--- src/cdclk_pkg.sv ---
// ----------------------------------------------------------------------------
// cdclk_pkg
// Shared types and limits for the calendar clock with tenth-second resolution.
// ----------------------------------------------------------------------------
package cdclk_pkg;

    localparam int YearW   = 8;
    localparam int MonthW  = 4;
    localparam int DayW    = 5;
    localparam int HourW   = 5;
    localparam int MinuteW = 6;
    localparam int SecondW = 6;
    localparam int TenthW  = 4;

    localparam int TimeW  = YearW + MonthW + DayW + HourW + MinuteW + SecondW + TenthW;
    localparam int TdataW = ((TimeW + 7) / 8) * 8;

    localparam logic [TenthW-1:0]  TenthMax  = 4'd9;
    localparam logic [SecondW-1:0] SecondMax = 6'd59;
    localparam logic [MinuteW-1:0] MinuteMax = 6'd59;
    localparam logic [HourW-1:0]   HourMax   = 5'd23;
    localparam logic [MonthW-1:0]  MonthMax  = 4'd12;

    localparam logic [DayW-1:0] DaysLong  = 5'd31;
    localparam logic [DayW-1:0] DaysShort = 5'd30;
    localparam logic [DayW-1:0] DaysLeap  = 5'd29;
    localparam logic [DayW-1:0] DaysFeb   = 5'd28;

    localparam logic [MonthW-1:0] MonthFeb = 4'd2;

    // Year offsets of 2100 and 2200: divisible by 4 but not leap
    localparam logic [YearW-1:0] YearCent1 = 8'd100;
    localparam logic [YearW-1:0] YearCent2 = 8'd200;

    localparam logic [YearW-1:0]   ResetYear   = 8'd0;
    localparam logic [MonthW-1:0]  ResetMonth  = 4'd1;
    localparam logic [DayW-1:0]    ResetDay    = 5'd1;
    localparam logic [HourW-1:0]   ResetHour   = 5'd0;
    localparam logic [MinuteW-1:0] ResetMinute = 6'd0;
    localparam logic [SecondW-1:0] ResetSecond = 6'd0;
    localparam logic [TenthW-1:0]  ResetTenth  = 4'd0;

    // Last member sits in the lowest bits
    typedef struct packed {
        logic [TenthW-1:0]  tenth;
        logic [SecondW-1:0] second;
        logic [MinuteW-1:0] minute;
        logic [HourW-1:0]   hour;
        logic [DayW-1:0]    day;
        logic [MonthW-1:0]  month;
        logic [YearW-1:0]   year;
    } time_t;

    localparam time_t ResetTime = '{
        tenth:  ResetTenth,
        second: ResetSecond,
        minute: ResetMinute,
        hour:   ResetHour,
        day:    ResetDay,
        month:  ResetMonth,
        year:   ResetYear
    };

endpackage

--- src/cdclk_step.sv ---
// ----------------------------------------------------------------------------
// cdclk_step
// Next calendar time from the current time: load, or one tenth-second tick
// with the carry chain from tenth up to year.
// ----------------------------------------------------------------------------
module cdclk_step (
    input  logic             action,
    input  cdclk_pkg::time_t cur,
    input  cdclk_pkg::time_t load,
    output cdclk_pkg::time_t nxt
);

    logic                  leap;
    logic [4:0]            day_limit;
    logic [4:0]            tenth_inc;
    logic [6:0]            second_inc;
    logic [6:0]            minute_inc;
    logic [5:0]            hour_inc;
    logic [5:0]            day_inc;
    logic [4:0]            month_inc;
    logic                  carry_tenth;
    logic                  carry_second;
    logic                  carry_minute;
    logic                  carry_hour;
    logic                  carry_day;
    logic                  carry_month;
    cdclk_pkg::time_t      ticked;

    always_comb begin
        leap = (cur.year[1:0] == 2'd0) && (cur.year != cdclk_pkg::YearCent1)
            && (cur.year != cdclk_pkg::YearCent2);
        if (cur.month inside {4'd1, 4'd3, 4'd5, 4'd7, 4'd8, 4'd10, 4'd12}) begin
            day_limit = cdclk_pkg::DaysLong;
        end else if (cur.month == cdclk_pkg::MonthFeb) begin
            day_limit = leap ? cdclk_pkg::DaysLeap : cdclk_pkg::DaysFeb;
        end else begin
            day_limit = cdclk_pkg::DaysShort;
        end
    end

    always_comb begin
        tenth_inc    = {1'b0, cur.tenth} + 5'd1;
        carry_tenth  = tenth_inc > {1'b0, cdclk_pkg::TenthMax};

        second_inc   = {1'b0, cur.second} + {6'd0, carry_tenth};
        carry_second = second_inc > {1'b0, cdclk_pkg::SecondMax};

        minute_inc   = {1'b0, cur.minute} + {6'd0, carry_second};
        carry_minute = minute_inc > {1'b0, cdclk_pkg::MinuteMax};

        hour_inc     = {1'b0, cur.hour} + {5'd0, carry_minute};
        carry_hour   = hour_inc > {1'b0, cdclk_pkg::HourMax};

        day_inc      = {1'b0, cur.day} + {5'd0, carry_hour};
        carry_day    = day_inc > {1'b0, day_limit};

        month_inc    = {1'b0, cur.month} + {4'd0, carry_day};
        carry_month  = month_inc > {1'b0, cdclk_pkg::MonthMax};

        ticked.tenth  = carry_tenth  ? '0 : tenth_inc[3:0];
        ticked.second = carry_second ? '0 : second_inc[5:0];
        ticked.minute = carry_minute ? '0 : minute_inc[5:0];
        ticked.hour   = carry_hour   ? '0 : hour_inc[4:0];
        ticked.day    = carry_day    ? cdclk_pkg::ResetDay : day_inc[4:0];
        ticked.month  = carry_month  ? cdclk_pkg::ResetMonth : month_inc[3:0];
        ticked.year   = cur.year + {7'd0, carry_month};

        nxt = action ? load : ticked;
    end

endmodule

--- src/calendar_decisecond_clock.sv ---
// ----------------------------------------------------------------------------
// calendar_decisecond_clock
// Calendar clock (year offset from 2000 down to tenth of a second) driven by
// tick and load beats; every beat returns the time after the step.
// ----------------------------------------------------------------------------
//  channel | direction | tdata (low bit up)                          | tuser
//  s_      | in        | year, month, day, hour, minute, second,     | action
//          |           | tenth, zero pad to 40 bits                  |
//  m_      | out       | year, month, day, hour, minute, second,     | -
//          |           | tenth, zero pad to 40 bits                  |
//
//  One beat per cycle sustained while m_ takes results; a result passes the input
//  register and then the result register, with the combinational carry chain
//  between them.
//  Reset sets year offset 0, month 1, day 1, 00:00:00.0 and empties both
//  registers.
//  A stall on m_ fills the input register, then drops s_tready.
// ----------------------------------------------------------------------------
module calendar_decisecond_clock (
    input  logic                         aclk,
    input  logic                         aresetn,
    input  logic                         s_tvalid,
    output logic                         s_tready,
    // set_year, set_month, set_day, set_hour, set_minute, set_second, set_tenth
    input  logic [cdclk_pkg::TdataW-1:0] s_tdata,
    // action
    input  logic                         s_tuser,
    output logic                         m_tvalid,
    input  logic                         m_tready,
    // cur_year, cur_month, cur_day, cur_hour, cur_minute, cur_second, cur_tenth
    output logic [cdclk_pkg::TdataW-1:0] m_tdata
);

    logic             in_valid_reg;
    logic             in_action_reg;
    cdclk_pkg::time_t in_time_reg;
    cdclk_pkg::time_t state_reg;
    cdclk_pkg::time_t state_next;
    logic             out_valid_reg;
    cdclk_pkg::time_t out_time_reg;
    logic             advance;

    assign advance  = in_valid_reg && (!out_valid_reg || m_tready);
    assign s_tready = !in_valid_reg || advance;
    assign m_tvalid = out_valid_reg;
    assign m_tdata  = {{(cdclk_pkg::TdataW - cdclk_pkg::TimeW){1'b0}}, out_time_reg};

    cdclk_step u_step (
        .action (in_action_reg),
        .cur    (state_reg),
        .load   (in_time_reg),
        .nxt    (state_next)
    );

    always_ff @(posedge aclk) begin
        if (!aresetn) begin
            in_valid_reg  <= 1'b0;
            out_valid_reg <= 1'b0;
            state_reg     <= cdclk_pkg::ResetTime;
        end else begin
            if (s_tready) begin
                in_valid_reg <= s_tvalid;
            end
            if (advance) begin
                state_reg     <= state_next;
                out_valid_reg <= 1'b1;
            end else if (m_tready) begin
                out_valid_reg <= 1'b0;
            end
        end
    end

    always_ff @(posedge aclk) begin
        if (s_tready && s_tvalid) begin
            in_action_reg <= s_tuser;
            in_time_reg   <= cdclk_pkg::time_t'(s_tdata[cdclk_pkg::TimeW-1:0]);
        end
        if (advance) begin
            out_time_reg <= state_next;
        end
    end

    a_reset_empty: assert property (@(posedge aclk) !aresetn |=> !m_tvalid)
        else $error("result valid right after reset");

    a_out_tracks_state: assert property (@(posedge aclk) disable iff (!aresetn)
        advance |=> (out_time_reg == state_reg))
        else $error("result register differs from clock state");

    a_hold_on_stall: assert property (@(posedge aclk) disable iff (!aresetn)
        !advance |=> $stable(state_reg))
        else $error("clock state moved without a beat");

    a_load_copies: assert property (@(posedge aclk) disable iff (!aresetn)
        advance && in_action_reg |=> (state_reg == $past(in_time_reg)))
        else $error("load beat not copied into clock state");

endmodule
--- config.mk ---
export PLATFORM = sky130hd
export DESIGN_NAME = calendar_decisecond_clock
export DESIGN_NICKNAME = d
export VERILOG_FILES = /design/src/cdclk_pkg.sv /design/src/cdclk_step.sv /design/src/calendar_decisecond_clock.sv
export SDC_FILE = /design/constraint.sdc
export NUM_CORES = 1
export LEC_CHECK = 0
export BUFFER_PORTS_ARGS = -buffer_cell sky130_fd_sc_hd__buf_4
export CAP_MARGIN = 40
export CORE_UTILIZATION = 50
export CTS_CLUSTER_DIAMETER = 150
export DETAILED_ROUTE_END_ITERATION = 16
export PLACE_DENSITY = 0.76
export SLEW_MARGIN = 20
export SYNTH_ARGS = -nofsm -noshare
export SYNTH_HDL_FRONTEND = slang
export SYNTH_SLANG_ARGS = --single-unit
--- constraint.sdc ---
create_clock -name aclk -period 17.7 [get_ports aclk]
set_input_delay 3.54 -clock aclk [delete_from_list [all_inputs] [get_ports aclk]]
set_output_delay 3.54 -clock aclk [all_outputs]
set_load 0.01 [all_outputs]
==> run metrics <==
clock root buffer=clkbuf_8; Tmin final=8.986 ns; RSZ-0062 raised after global routing=false; top_reg_cell synth=edfxtp_1; Pwr Density=106.3 mW/mm²; Cell variety after synth=65; Post-synth ARST share=0; Die Span Y=106.0 µm; Num Clock Sinks=117; total I/O pin count=87; share of cells above drive strength 1=0.2589; hold_buf cts=0; Max Clock Skew=0.009061 ns; clk buf depth=2; CTS Buf Count=17; H-tree levels=4; CP most frequent cell=ha_1; # resized after CTS=0; synthesis-to-layout area growth=23.68%; post-DR vias/cell=5.399; Fmax=0.1113 GHz; I/O Buffers=82; Slew Limit Headroom=0.5195; TritonCTS clock tree=built; cell taking the most area after synthesis=edfxtp_1; HPWL Detailed=7.030 mm; DIE AREA=0.01124 mm²; Post-Syn Area=0.005411 mm²; chip width=106.0 µm; Critical Path RT=18.15 ns; ANT nets after route=0; DR vias=3758; Final nets=609; commonest cells in the netlist=77 x edfxtp_1, 64 x nand2_1, 40 x dfxtp_1, 40 x o21ai_0, 18 x nor2_1; max-cap violations=0; status=finished clean; Worst-path clk slew=0.06 ns; critical path endpoint category=register; CP peak stage delay=0.41 ns; Yosys reg bits=117; final core utilization=0.6425; Peak supply drop=0.1060 mV; DRT Pass-1 Iters=4; Final Hold Fails=0; Largest delay share family, worst path=adder cells; synth warn=0; cell with the most instances after synthesis=edfxtp_1; Final TNS setup=0 ns; data arrival time of the worst path=9.44 ns; initial antenna violation count=0; residual overflow from global routing=0; gpl congestion=0.7924; critical path class=register to register; post-CTS setup buffer count=0; Post-route DRC=0; row count=37; Post-synth EDFFs=77; Setup-failing EPs final=0; Critical path buffers and inverters=1; Worst-Skew Late Latency=0.53 ns; Initial Utilization=0.5195; register area share after synthesis=0.5753; GRT Resource Usage Total=0.2088; core area=0.01042 mm²; final count of pins violating max slew=0; DRT Wirelength=10.95 mm; crit path max fanout=7; Critical-path top delay cell=dfxtp_1; wire length per cell=15.73 µm; Final period util=0.5077; diodes inserted=0; Synth top area share=0.4273; Mapped Cells=469; Lkg Pwr=2.609 nW; Mean Syn Cell Area=11.54 µm²; vias in the first global route=3640; Starting DRT DRC Count=169; Startpoint Class=register; top cells by area, synth=edfxtp_1 43%, dfxtp_1 15%, nand2_1 4.4%; Worst Tran Pin Value=0.7207 ns; global-route wire length before repair=17.56 mm; final hold slack=0.5146 ns; Hold Crit Class=register to register; largest net degree at the start of global routing=73
[routing by layer]
layer / GRT usage / vias to the layer above / wire [µm]
met1: 0.2591 / 1762 / 4797
met5: 0 / - / 0
met2: 0.3343 / 107 / 5416
met4: 0.09524 / 0 / 204
met3: 0.06499 / 14 / 532
li1: - / 1875 / -
[cells by family (layout without fill, tap and decap cells)]
family / after synthesis / after routing / synth area share
flops: 117 / 117 / 0.5753
fa+ha+maj: 17 / 17 / 0.03931
xor+xnor: 25 / 25 / 0.04046
compound gates: 123 / 123 / 0.1709
simple gates: 145 / 145 / 0.1357
other cells: 1 / 2 / 0.0006930
buf+inv: 38 / 128 / 0.03144
mux: 3 / 3 / 0.006242
[power breakdown]
part	total (mW)	switching, mW	internal, mW
registers	0.320	0.0107	0.309
clock network	0.331	0.115	0.216
logic	0.0600	0.0314	0.0285
total	0.711	0.157	0.554
[path summary, 6_finish.rpt]
kind / start / endpoint / slack [ns] / depth (start not counted)
max: state_reg[34] / state_reg[4] / 8.71 / 40
min: state_reg[0] / state_reg[0] / 0.51 / 2
max reg2reg: state_reg[34] / state_reg[4] / 8.71 / 40
min reg2reg: state_reg[0] / state_reg[0] / 0.51 / 2
[layout make-up]
type | instances | area [µm²]
fillers | 822 | 3724
repair buffers | 86 | 665.6
multi-input cells | 315 | 2133
clock buffers | 22 | 442.9
inverters | 10 | 37.54
flip-flops and latches | 117 | 3113
well taps | 136 | 170.2
clock inverters | 10 | 130.1
[worst register-to-register path: cells and delay by family (launching register included)]
kind | cells | cell delay (ns)
AOI/OAI and AO/OA | 13 | 2.67
buffers and inverters | 1 | 0.07
and+or+nand+nor | 9 | 1.49
muxes | 1 | 0.26
DFF | 1 | 0.41
adders and majority gates | 14 | 3.75
xor gates and xnor gates | 2 | 0.27
[placed cells by master (no fill, tap or decap), types with 3 or more instances in the layout]
master	count
clkbuf_16	16
mux2_2	3
nor3b_1	4
a21boi_0	7
and3_1	4
a31oi_1	7
and4_1	3
nor2_1	18
xnor2_1	13
buf_4	85
inv_1	9
a21o_1	4
and2_1	4
bufinv_16	3
o21ai_1	4
o211ai_1	3
clkbuf_1	4
nand2_1	64
a21oi_1	7
clkinv_2	5
o21ai_0	40
nor2b_1	5
edfxtp_1	77
nand2b_1	12
xor2_1	12
a211oi_1	3
nand3_1	13
ha_1	17
o31ai_1	8
o21ba_2	14
a32o_1	5
dfxtp_1	40
[through the flow]
stage	std cells	area [µm²]	power, mW	setup WS, ns
after floorplan	470	5415	0.3612	10.11
after global placement	663	6092	0.3820	9.184
after detailed placement	664	6120	0.3856	8.836
after CTS	696	6693	0.7188	8.740
after global routing	696	6693	0.7359	8.136
final	696	6693	0.7111	8.714
No activity file was read; power rests on OpenSTA's default activity.
